$ cat config.mk
export PLATFORM = sky130hd
export DESIGN_NAME = rgb_to_hsl_range_mask
export DESIGN_NICKNAME = d
export VERILOG_FILES = /design/src/sv/hslm_pkg.sv /design/src/sv/rgb_to_hsl_range_mask.sv /design/src/sv/hslm_csr.sv /design/src/sv/hslm_front.sv /design/src/sv/hslm_div.sv /design/src/sv/hslm_back.sv
export SDC_FILE = /design/constraint.sdc
export NUM_CORES = 1
export LEC_CHECK = 0
export BUFFER_PORTS_ARGS = -buffer_cell sky130_fd_sc_hd__buf_2
export CORE_MARGIN = 5
export CORE_UTILIZATION = 27
export CTS_CLUSTER_DIAMETER = 100
export DETAILED_ROUTE_END_ITERATION = 7
export SYNTH_ARGS = -nofsm -noshare
export SYNTH_HDL_FRONTEND = slang
export SYNTH_SLANG_ARGS = --single-unit
$ cat constraint.sdc
create_clock -name clock -period 7.4 [get_ports clock]
set_clock_uncertainty 0.05 [all_clocks]
set_input_delay 0.74 -clock clock [delete_from_list [all_inputs] [get_ports clock]]
set_output_delay 0.74 -clock clock [all_outputs]
set_load 0.05 [all_outputs]
$ cat src/sv/hslm_pkg.sv
package hslm_pkg;

   // One restoring step per stage for an 8-bit quotient
   localparam int unsigned DivSteps  = 8;
   // Front stage, divider stages, finish stage, output stage
   localparam int unsigned NumStages = DivSteps + 3;

   localparam logic [15:0] HueSector = 16'd60;
   localparam logic [8:0]  HueRed    = 9'd0;
   localparam logic [8:0]  HueGreen  = 9'd120;
   localparam logic [8:0]  HueBlue   = 9'd240;
   localparam logic [8:0]  HueWrap   = 9'd360;

   typedef enum logic [2:0] {
      REG_HUE_A   = 3'd0,
      REG_HUE_B   = 3'd1,
      REG_SAT_A   = 3'd2,
      REG_SAT_B   = 3'd3,
      REG_LIGHT_A = 3'd4,
      REG_LIGHT_B = 3'd5,
      REG_CARE    = 3'd6,
      REG_INVERT  = 3'd7
   } csr_index_type;

   typedef struct packed {
      logic [8:0] hue_a;
      logic [8:0] hue_b;
      logic [7:0] sat_a;
      logic [7:0] sat_b;
      logic [7:0] light_a;
      logic [7:0] light_b;
      logic [2:0] care;
      logic       invert;
   } cfg_type;

   typedef struct packed {
      logic [15:0] hue_num;
      logic [7:0]  hue_den;
      logic [15:0] sat_num;
      logic [7:0]  sat_den;
   } div_req_type;

   typedef struct packed {
      logic [8:0] base;
      logic       neg;
      logic       gray;
      logic       black;
      logic [7:0] light;
   } meta_type;

   typedef struct packed {
      logic [7:0] rem;
      logic [7:0] num_lo;
      logic [7:0] quo;
      logic [7:0] den;
   } div_lane_type;

   typedef struct packed {
      logic [7:0] hue_quo;
      logic [7:0] hue_rem;
      logic [7:0] sat_quo;
      meta_type   meta;
   } div_rsp_type;

endpackage

$ cat src/sv/rgb_to_hsl_range_mask.sv
// Channel   Direction  Handshake           Payload
// req_      in         req_valid/req_stall  red, green, blue (8 bits each)
// rsp_      out        rsp_valid/rsp_stall  hue (9), saturation (8), lightness (8), in_range (1)
// csr_      in         csr_valid/csr_ready  csr_index (3), csr_wdata (9)
//
// One pixel enters per cycle while req_stall is low; each passes through one front stage,
// eight stages of the two restoring dividers (one quotient bit each), a finish stage
// and the output register.
// Synchronous active-high reset empties the pipeline and loads the register defaults.
// Each stage advances when it is empty or the stage after it advances, so bubbles
// close up under rsp_stall and req_stall rises only when every stage holds an item.
module rgb_to_hsl_range_mask
   import hslm_pkg::*;
(
   input  logic       clock,
   input  logic       reset,
   input  logic       req_valid,
   output logic       req_stall,
   input  logic [7:0] req_red,
   input  logic [7:0] req_green,
   input  logic [7:0] req_blue,
   output logic       rsp_valid,
   input  logic       rsp_stall,
   output logic [8:0] rsp_hue,
   output logic [7:0] rsp_saturation,
   output logic [7:0] rsp_lightness,
   output logic       rsp_in_range,
   input  logic       csr_valid,
   output logic       csr_ready,
   input  logic [2:0] csr_index,
   input  logic [8:0] csr_wdata
);

   logic [NumStages-1:0] valid_ff;
   logic [NumStages-1:0] valid_in;
   logic [NumStages-1:0] ready;
   cfg_type              cfg;
   div_req_type          div_req;
   meta_type             meta;
   div_rsp_type          div_rsp;

   always_comb begin
      ready[NumStages-1] = !valid_ff[NumStages-1] || !rsp_stall;
      for (int k = NumStages - 2; k >= 0; k--) begin
         ready[k] = !valid_ff[k] || ready[k+1];
      end
      valid_in[0] = ready[0] ? req_valid : valid_ff[0];
      for (int k = 1; k < NumStages; k++) begin
         valid_in[k] = ready[k] ? valid_ff[k-1] : valid_ff[k];
      end
   end

   always_ff @(posedge clock) begin
      if (reset) begin
         valid_ff <= '0;
      end else begin
         valid_ff <= valid_in;
      end
   end

   assign req_stall = !ready[0];
   assign rsp_valid = valid_ff[NumStages-1];
   assign csr_ready = 1'b1;

   hslm_csr u_csr (
      .clock     (clock),
      .reset     (reset),
      .csr_valid (csr_valid),
      .csr_index (csr_index),
      .csr_wdata (csr_wdata),
      .cfg       (cfg)
   );

   hslm_front u_front (
      .clock   (clock),
      .en      (ready[0]),
      .red     (req_red),
      .green   (req_green),
      .blue    (req_blue),
      .div_req (div_req),
      .meta    (meta)
   );

   hslm_div u_div (
      .clock   (clock),
      .en      (ready[DivSteps:1]),
      .div_req (div_req),
      .meta_in (meta),
      .div_rsp (div_rsp)
   );

   hslm_back u_back (
      .clock      (clock),
      .fin_en     (ready[NumStages-2]),
      .out_en     (ready[NumStages-1]),
      .div_rsp    (div_rsp),
      .cfg        (cfg),
      .hue        (rsp_hue),
      .saturation (rsp_saturation),
      .lightness  (rsp_lightness),
      .in_range   (rsp_in_range)
   );

`ifndef NO_ASSERTIONS
   a_hue_range: assert property (@(posedge clock) disable iff (reset)
      rsp_valid |-> (rsp_hue <= 9'd359))
      else $error("hue out of range");

   a_gray_hue: assert property (@(posedge clock) disable iff (reset)
      (rsp_valid && (rsp_saturation == 8'd0)) |-> (rsp_hue == 9'd0))
      else $error("gray pixel with nonzero hue");

   a_stall_full: assert property (@(posedge clock) disable iff (reset)
      req_stall |-> ((&valid_ff) && rsp_stall))
      else $error("input stalled with a free stage");
`endif

endmodule

$ cat src/sv/hslm_csr.sv
module hslm_csr
   import hslm_pkg::*;
(
   input  logic          clock,
   input  logic          reset,
   input  logic          csr_valid,
   input  logic [2:0]    csr_index,
   input  logic [8:0]    csr_wdata,
   output cfg_type       cfg
);

   cfg_type cfg_ff;
   cfg_type cfg_in;

   always_comb begin
      cfg_in = cfg_ff;
      if (csr_valid) begin
         unique case (csr_index)
            REG_HUE_A:   cfg_in.hue_a   = csr_wdata;
            REG_HUE_B:   cfg_in.hue_b   = csr_wdata;
            REG_SAT_A:   cfg_in.sat_a   = csr_wdata[7:0];
            REG_SAT_B:   cfg_in.sat_b   = csr_wdata[7:0];
            REG_LIGHT_A: cfg_in.light_a = csr_wdata[7:0];
            REG_LIGHT_B: cfg_in.light_b = csr_wdata[7:0];
            REG_CARE:    cfg_in.care    = csr_wdata[2:0];
            REG_INVERT:  cfg_in.invert  = csr_wdata[0];
         endcase
      end
   end

   always_ff @(posedge clock) begin
      if (reset) begin
         cfg_ff.hue_a   <= 9'd0;
         cfg_ff.hue_b   <= 9'd359;
         cfg_ff.sat_a   <= 8'd0;
         cfg_ff.sat_b   <= 8'd255;
         cfg_ff.light_a <= 8'd0;
         cfg_ff.light_b <= 8'd255;
         cfg_ff.care    <= 3'b111;
         cfg_ff.invert  <= 1'b0;
      end else begin
         cfg_ff <= cfg_in;
      end
   end

   assign cfg = cfg_ff;

endmodule

$ cat src/sv/hslm_front.sv
module hslm_front
   import hslm_pkg::*;
(
   input  logic        clock,
   input  logic        en,
   input  logic [7:0]  red,
   input  logic [7:0]  green,
   input  logic [7:0]  blue,
   output div_req_type div_req,
   output meta_type    meta
);

   div_req_type div_req_ff;
   div_req_type div_req_in;
   meta_type    meta_ff;
   meta_type    meta_in;

   logic [7:0] mx;
   logic [7:0] mn;
   logic [7:0] d;
   logic [8:0] diff;
   logic [8:0] diff_neg;
   logic [7:0] n_abs;
   logic [8:0] light_sum;

   always_comb begin
      mx = red;
      if (green > mx) mx = green;
      if (blue > mx) mx = blue;
      mn = red;
      if (green < mn) mn = green;
      if (blue < mn) mn = blue;
      d = mx - mn;

      // first channel equal to the maximum picks the sector
      priority if (red == mx) begin
         diff = {1'b0, green} - {1'b0, blue};
      end else if (green == mx) begin
         diff = {1'b0, blue} - {1'b0, red};
      end else begin
         diff = {1'b0, red} - {1'b0, green};
      end
      diff_neg = 9'd0 - diff;
      n_abs    = diff[8] ? diff_neg[7:0] : diff[7:0];

      priority if (red == mx) begin
         meta_in.base = diff[8] ? HueWrap : HueRed;
      end else if (green == mx) begin
         meta_in.base = HueGreen;
      end else begin
         meta_in.base = HueBlue;
      end

      light_sum     = {1'b0, mx} + {1'b0, mn};
      meta_in.neg   = diff[8];
      meta_in.gray  = (d == 8'd0);
      meta_in.black = (mx == 8'd0);
      meta_in.light = light_sum[8:1];

      div_req_in.hue_num = {8'd0, n_abs} * HueSector;
      div_req_in.hue_den = d;
      div_req_in.sat_num = {d, 8'd0} - {8'd0, d};
      div_req_in.sat_den = mx;
   end

   always_ff @(posedge clock) begin
      if (en) begin
         div_req_ff <= div_req_in;
         meta_ff    <= meta_in;
      end
   end

   assign div_req = div_req_ff;
   assign meta    = meta_ff;

endmodule

$ cat src/sv/hslm_div.sv
module hslm_div
   import hslm_pkg::*;
(
   input  logic                clock,
   input  logic [DivSteps-1:0] en,
   input  div_req_type         div_req,
   input  meta_type            meta_in,
   output div_rsp_type         div_rsp
);

   div_lane_type hue_ff  [DivSteps];
   div_lane_type sat_ff  [DivSteps];
   meta_type     meta_ff [DivSteps];
   div_lane_type hue_in  [DivSteps];
   div_lane_type sat_in  [DivSteps];
   div_lane_type hue_init;
   div_lane_type sat_init;

   // one restoring step: bring down the next dividend bit, subtract if it fits
   function automatic div_lane_type div_step(input div_lane_type lane);
      logic [8:0]   trial;
      logic         fits;
      logic [8:0]   diff;
      div_lane_type nxt;
      trial      = {lane.rem, lane.num_lo[7]};
      fits       = (trial >= {1'b0, lane.den});
      diff       = trial - {1'b0, lane.den};
      nxt.rem    = fits ? diff[7:0] : trial[7:0];
      nxt.num_lo = {lane.num_lo[6:0], 1'b0};
      nxt.quo    = {lane.quo[6:0], fits};
      nxt.den    = lane.den;
      return nxt;
   endfunction

   always_comb begin
      hue_init.rem    = div_req.hue_num[15:8];
      hue_init.num_lo = div_req.hue_num[7:0];
      hue_init.quo    = 8'd0;
      hue_init.den    = div_req.hue_den;
      sat_init.rem    = div_req.sat_num[15:8];
      sat_init.num_lo = div_req.sat_num[7:0];
      sat_init.quo    = 8'd0;
      sat_init.den    = div_req.sat_den;
      hue_in[0] = div_step(hue_init);
      sat_in[0] = div_step(sat_init);
      for (int k = 1; k < DivSteps; k++) begin
         hue_in[k] = div_step(hue_ff[k-1]);
         sat_in[k] = div_step(sat_ff[k-1]);
      end
   end

   always_ff @(posedge clock) begin
      for (int k = 0; k < DivSteps; k++) begin
         if (en[k]) begin
            hue_ff[k]  <= hue_in[k];
            sat_ff[k]  <= sat_in[k];
            meta_ff[k] <= (k == 0) ? meta_in : meta_ff[(k == 0) ? 0 : k - 1];
         end
      end
   end

   assign div_rsp.hue_quo = hue_ff[DivSteps-1].quo;
   assign div_rsp.hue_rem = hue_ff[DivSteps-1].rem;
   assign div_rsp.sat_quo = sat_ff[DivSteps-1].quo;
   assign div_rsp.meta    = meta_ff[DivSteps-1];

endmodule

$ cat src/sv/hslm_back.sv
module hslm_back
   import hslm_pkg::*;
(
   input  logic        clock,
   input  logic        fin_en,
   input  logic        out_en,
   input  div_rsp_type div_rsp,
   input  cfg_type     cfg,
   output logic [8:0]  hue,
   output logic [7:0]  saturation,
   output logic [7:0]  lightness,
   output logic        in_range
);

   logic [8:0] hue_ff;
   logic [8:0] hue_in;
   logic [7:0] sat_ff;
   logic [7:0] sat_in;
   logic [7:0] light_ff;
   logic [8:0] out_hue_ff;
   logic [7:0] out_sat_ff;
   logic [7:0] out_light_ff;
   logic       out_range_ff;
   logic       out_range_in;
   logic [8:0] ceil_q;
   logic [2:0] pass;

   function automatic logic lies_between(input logic [8:0] x, input logic [8:0] a,
                                         input logic [8:0] b);
      return ((x >= a) && (x <= b)) || ((x >= b) && (x <= a));
   endfunction

   always_comb begin
      // a negative offset takes the floor, so round the quotient up
      ceil_q = {1'b0, div_rsp.hue_quo} + {8'd0, |div_rsp.hue_rem};
      priority if (div_rsp.meta.gray) begin
         hue_in = 9'd0;
      end else if (div_rsp.meta.neg) begin
         hue_in = div_rsp.meta.base - ceil_q;
      end else begin
         hue_in = div_rsp.meta.base + {1'b0, div_rsp.hue_quo};
      end
      sat_in = div_rsp.meta.black ? 8'd0 : div_rsp.sat_quo;
   end

   always_comb begin
      pass[0] = !cfg.care[0] || lies_between(hue_ff, cfg.hue_a, cfg.hue_b);
      pass[1] = !cfg.care[1] ||
                lies_between({1'b0, sat_ff}, {1'b0, cfg.sat_a}, {1'b0, cfg.sat_b});
      pass[2] = !cfg.care[2] ||
                lies_between({1'b0, light_ff}, {1'b0, cfg.light_a}, {1'b0, cfg.light_b});
      out_range_in = (&pass) ^ cfg.invert;
   end

   always_ff @(posedge clock) begin
      if (fin_en) begin
         hue_ff   <= hue_in;
         sat_ff   <= sat_in;
         light_ff <= div_rsp.meta.light;
      end
      if (out_en) begin
         out_hue_ff   <= hue_ff;
         out_sat_ff   <= sat_ff;
         out_light_ff <= light_ff;
         out_range_ff <= out_range_in;
      end
   end

   assign hue        = out_hue_ff;
   assign saturation = out_sat_ff;
   assign lightness  = out_light_ff;
   assign in_range   = out_range_ff;

endmodule

==> metrics.csv, run 1 <==
metric,value,unit
status,"finished, final reports clean",
cts.sinks,643,
num_io_pins,70,
combPwrFrac,0.428,
finalHoldViolCount,0,
worstPathArrival,7.23,ns
grt-ovfl-total,0,
rows,126,
route.detailed.drc,0,
fin_ws,0.470,ns
dieArea,125000,sq um
cts_tree,yes,
maxCapViolations,0,
finalSetupViolCount,0,
synth_area_per_cell,12.1,sq um
start_util,0.271,
dpl.hpwl,42600,um
hp-class,primary input to register,
synth_area,31900,sq um
synth_xor_area_frac,0.0395,
synth.most_common_cell,edfxtp_1,
slew_viol_final,0,
synthAdderAreaFrac,0.124,
synth_compound_gate_area_share,0.101,
power,17.8,mW
pwr-share-clk,0.187,
p_sw,6.22,mW
crit_top_cell,ha_1,
die_x,354,um
internal-power,11.6,mW
cts_buffer_depth,3,
cp_slowest_cell,fa_1,
antenna_found_initial,1,
portBuffers,68,
required,7.70,ns
nets,3167,
clockRootBuffer,clkbuf_16,
fmax,0.144,GHz
relSlewSlack,0.187,
worstMarginPinSlew,1.22,ns
die_h,354,um
syn_nets,2978,
power_per_cell_area,481,nW/um^2
pre_cts_ws,-0.245,ns
cts_made_buffers,69,
clk_pin_slew,0.06,ns
cts_hold_buf,0,
vias,19000,
post_cts_buffers,0,
grt_start_max_net_pins,66,
clock_latency,0.61,ns
yosys.area.top_type_share,0.544,
seq_power_share,0.386,
path_delay_family,compound AO/OA/AOI/OAI gates,
area_growth,15.9,%
synth_area_leaders,"edfxtp_1, ha_1, inv_1",
cts_max_level,3,
ant_nets,0,
synth_cell_type_count,68,
yosysSeqAreaShare,0.584,
critPathMaxFanout,18,
finalCritPeriodShare,0.936,
via_per_inst,4.30,
hold_slack,0.325,ns
synth_top_family_by_area,adder cells,
postRouteWirelength,55800,um
dpl_cell_area,34700,sq um
cp-start-kind,primary input,
wl_per_cell,12.6,um
drt_iter0_markers,876,
switching_share,0.349,
grt_pass1_wl,92900,um
syn-instance-count,2639,
place_congestion,0.873,
synth_simple_gate_area_frac,0.0866,
async_reset_ff_frac,0,
synthTopCellsByCount,"edfxtp_1, inv_1, ha_1",
synth_top_area_cell,edfxtp_1,
core-area,118000,sq um
worstPathBufferInverterCount,6,
ys_seq_elements,643,
end_kind,register,
synthMuxAreaShare,0.0134,
fin_area,37000,sq um
ys_warn_count,0,
dr.pass1.iters,5,
synth-edff-count,578,
path_class,primary input to register,
ir_drop,0.417,mV
leakagePower,15.5,nW
synth_flop_cell,edfxtp_1,
drive_above_1_share,0.108,
fin_crit,6.93,ns
fin_setup_tns,0,ns
cp_slowest_stage_delay,0.51,ns
grt_pass1_vias,18800,
rsz0062_at_grt,false,
grtUsageTotal,0.0884,
==> power by group through the flow <==
| stage | clock, mW | combinational, mW | sequential (mW) |
|---|---|---|---|
| after floorplan | 0 | 5.66 | 6.89 |
| after global placement | 0 | 7.42 | 6.93 |
| after detailed placement | 0 | 7.60 | 6.97 |
| after CTS | 3.44 | 7.66 | 6.90 |
| after global routing | 3.61 | 8.77 | 7.05 |
| final | 3.33 | 7.61 | 6.86 |
==> layer usage <==
metal,vias to the layer above,global-route usage,routed length [um]
li1,9718,-,-
met3,89,0.0155,2530
met5,-,0,0
met1,8879,0.114,25600
met2,305,0.149,26200
met4,0,0.0326,1520
==> cell type report <==
cell class,instances,area (sq um)
repair buffers,158,1030
flip-flops and latches,643,18700
fillers,11700,80800
clock inverters,43,433
diodes,1,2.50
multi-input cells,1571,11700
well taps,1536,1920
clock buffers,84,1810
inverters,385,1450
==> metrics by stage <==
stage | cells | utilization
after global routing | 4420 | 0.314
final | 4421 | 0.314
after CTS | 4420 | 0.314
after detailed placement | 4293 | 0.295
after floorplan | 2639 | -
after global placement | 4293 | 0.295
==> worst paths after layout <==
path	from	endpoint	slack, ns	depth (start not counted)
max reg2reg	valid_ff[9]	u_div.sat_ff[2][30]	3.19	8
max	req_green[4]	u_front.div_req[44]	0.47	36
min	csr_wdata[8]	u_csr.cfg[44]	0.33	2
min reg2reg	u_div.hue_ff[1][70]	u_div.hue_ff[1][102]	0.34	0
==> flip-flops by register name (all words and copies together) (netlist names) <==
name	flops
u_back.lightness	8
u_back.hue	9
u_div.meta_ff	128
u_csr.cfg	54
u_front.div_req	43
u_back.hue_ff	9
u_back.in_range	1
valid_ff	11
u_div.sat_ff	172
u_back.sat_ff	8
u_div.hue_ff	168
u_back.saturation	8
u_back.light_ff	8
u_front.meta	16
==> repair_timing <==
action,in CTS,in global routing
hold endpoints to repair,0,0
setup endpoints to repair,0,3
resized for setup,0,3
==> cells by family (layout without fill, tap and decap cells) <==
kind of cell,Yosys count,in the layout
and+or+nand+nor,573,573
DFF,643,643
adders and majority gates,299,299
other,1,2
xor gates and xnor gates,138,138
buffers and inverters,425,670
muxes,41,41
AOI/OAI and AO/OA,519,519
==> worst register-to-register path: cells and delay by family, from the launching register on <==
| family | cells | cell delay, ns |
|---|---|---|
| buffers and inverters | 4 | 2.31 |
| DFF | 1 | 0.36 |
| and+or+nand+nor | 4 | 1.11 |
==> cell usage in the layout, fill, tap and decap left out, types with 30 or more instances in the layout <==
master,instances
clkbuf_16,69
ha_1,269
xnor2_1,72
nor2b_1,57
inv_1,381
buf_2,68
a21oi_1,156
xor2_1,60
dfxtp_1,65
buf_4,89
nand2_1,217
a21o_1,40
edfxtp_1,578
nor2_1,123
nand4_1,48
o21ai_0,161
o21a_1,30
Power figures use the tool's default switching activity.
==> run 2, diff against run 1 <==
==> constraint.sdc (replaced) <==
create_clock -name clock -period 6.64 [get_ports clock]
set_clock_uncertainty 0.05 [all_clocks]
set_input_delay 0.664 -clock clock [delete_from_list [all_inputs] [get_ports clock]]
set_output_delay 0.664 -clock clock [all_outputs]
set_load 0.05 [all_outputs]
==> run 2 against run 1 <==
Net effect:
- utilization grew 0.69 points
- register-to-register slack worse by 0.57 ns
- non-clock buffer count is 55 higher
- total power up 16%
- die area is the same
- via count increased by 0.88%
- cell count is 1.2% higher
- final area rose by 2.2%
- wire length increased by 1.2%
- largest cell class unchanged
- the flow now finishes with violations (negative setup slack)
- sequential cell count unchanged
- global-route usage is 0.10 points higher
- highest routed layer unchanged
==> metrics.csv, run 2 (synthesis results as in run 1) <==
metric,value,unit,change
status,"finished, violations left",,"was finished, final reports clean"
violations,negative setup slack,,
rsz0062_at_grt,true,,was false
finalCritPeriodShare,1.01,,
worstPathArrival,7.03,ns,was 7.23 ns
die_x,354,um,unchanged
start_util,0.271,,unchanged
fin_util,0.321,,was 0.314
dr.pass1.iters,5,,unchanged
cts_max_level,3,,unchanged
clk_pin_slew,0.06,ns,about the same
place_congestion,0.843,,was 0.873
grt_pass1_wl,93900,um,was 92900 um
largest_register_ffs,172,,unchanged
relSlewSlack,0.193,,was 0.187
finalHoldViolCount,0,,unchanged
top_layer,met4,,unchanged
portBuffers,68,,unchanged
cts_buffer_depth,3,,unchanged
grtUsageTotal,0.0894,,was 0.0884
cts_tree,yes,,unchanged
route.detailed.drc,0,,unchanged
cts_hold_buf,0,,unchanged
grt_start_max_net_pins,66,,unchanged
finalSetupViolCount,2,,was 0
final_common_cell,edfxtp_1,,unchanged
min-delay-start,csr_wdata[8],,unchanged
worstMarginPinSlew,1.21,ns,was 1.22 ns
hold_slack,0.252,ns,was 0.325 ns
layout.cells.non_filler,4476,,was 4421
crit_start,req_red[6],,was req_green[4]
place_inst,4331,,was 4293
clockRootBuffer,clkbuf_16,,unchanged
final_cell_mix,"edfxtp_1, inv_1, ha_1",,unchanged
clock_latency,0.61,ns,about the same
wl_per_cell,12.6,um,about the same
ir_drop,0.457,mV,was 0.417 mV
drive_above_1_share,0.140,,was 0.108
grt-ovfl-total,0,,unchanged
diodes,0,,was 1
grt_pass1_vias,19200,,was 18800
via_per_inst,4.28,,was 4.30
core-area,118000,sq um,unchanged
dieArea,125000,sq um,unchanged
slew_viol_final,0,,unchanged
fin_crit,6.73,ns,
maxCapViolations,0,,unchanged
num_io_pins,70,,unchanged
dr_wl_met2,27400,um,was 26200 um
r2r_start,valid_ff[10],,was valid_ff[9]
regMostFlops,u_div.sat_ff,,unchanged
cp_slowest_cell,fa_1,,unchanged
wl_met1,25500,um,was 25600 um
dr_wl_met3,2380,um,was 2530 um
path_class,primary input to register,,unchanged
postRouteWirelength,56500,um,was 55800 um
antenna_found_initial,0,,was 1
fin_setup_tns,-0.135,ns,was 0 ns
critPathMaxFanout,8,,was 18
cp-start-kind,primary input,,unchanged
nets,3222,,was 3167
leakagePower,15.8,nW,was 15.5 nW
required,6.94,ns,was 7.70 ns
end_kind,register,,unchanged
reg.largest.list,"u_div.sat_ff x172, u_div.hue_ff x168, u_div.meta_ff x128",,unchanged
cts.sinks,643,,unchanged
power_per_cell_area,548,nW/um^2,was 481 nW/um^2
dpl.hpwl,42900,um,was 42600 um
crit_top_cell,a21oi_2,,was ha_1
fmax,0.149,GHz,
vias,19200,,was 19000
cts_made_buffers,69,,unchanged
ant_nets,0,,unchanged
hp-class,primary input to register,,unchanged
fin_ws,-0.0932,ns,was 0.470 ns
drt_iter0_markers,830,,was 876
cp_slowest_stage_delay,0.52,ns,was 0.51 ns
die_h,354,um,unchanged
area_growth,18.5,%,was 15.9%
rows,126,,unchanged
-- run 2: cell types whose count changed in the layout (fill, tap and decap cells not counted), moves of 7 or more --
cell and change:
ha_4 +8, a21oi_2 +10, inv_1 -12, buf_4 +45, ha_1 -8, a21oi_1 -11
inv_2 +7
-- run 2: timing repair --
action,4_1_cts,5_1_grt
gates resized for setup,0,38
endpoints found under the hold margin,0,0
setup endpoints to repair,0,4
buffers inserted,0,15
-- run 2: through the flow --
stage          power, mW  area (sq um)  setup slack [ns]
6_report            20.7         37800           -0.0932
5_1_grt             22.6         37800            -0.466
4_1_cts             20.7         37500            0.0449
3_5_place_dp        16.9         35200            -0.611
3_3_place_gp        16.6         35200            -0.447
2_1_floorplan       14.2         32200            -0.423
-- run 2: routing by layer --
metal | vias to the layer above | global-route usage
met5 | - | 0
met4 | 0 | 0.0289
met3 | 88 | 0.0159
met2 | 282 | 0.156
met1 | 8973 | 0.113
li1 | 9816 | -
-- run 2: layout make-up --
class	count	area (sq um)
clock buffer	89	1860
clock inverter	39	368
fill	11600	79900
inverter	385	1460
multi-input combinational	1571	12000
sequential	643	18700
tap	1536	1920
timing repair buffer	213	1520
-- run 2: report_power, final --
| part | switching (mW) | total, mW | internal (mW) |
|---|---|---|---|
| registers | 0.753 | 7.65 | 6.89 |
| logic | 4.87 | 9.38 | 4.51 |
| clock network | 1.53 | 3.70 | 2.17 |
-- run 2: worst max-delay path: cells and delay by family --
kind / cells / cell delay, ns
compound gates: 17 / 3.07
simple gates: 1 / 0.17
mux: 1 / 0.22
buf+inv: 7 / 0.97
xor+xnor: 1 / 0.08
fa+ha+maj: 5 / 1.85
-- run 2: worst paths after layout --
check,cells past startpoint,slack [ns],end
worst max-delay path,32,-0.09,u_front.div_req[45]
worst min-delay path,2,0.25,u_csr.cfg[44]
worst max register to register,7,2.62,u_div.hue_ff[0][25]
worst min register to register,0,0.35,u_div.hue_ff[1][102]
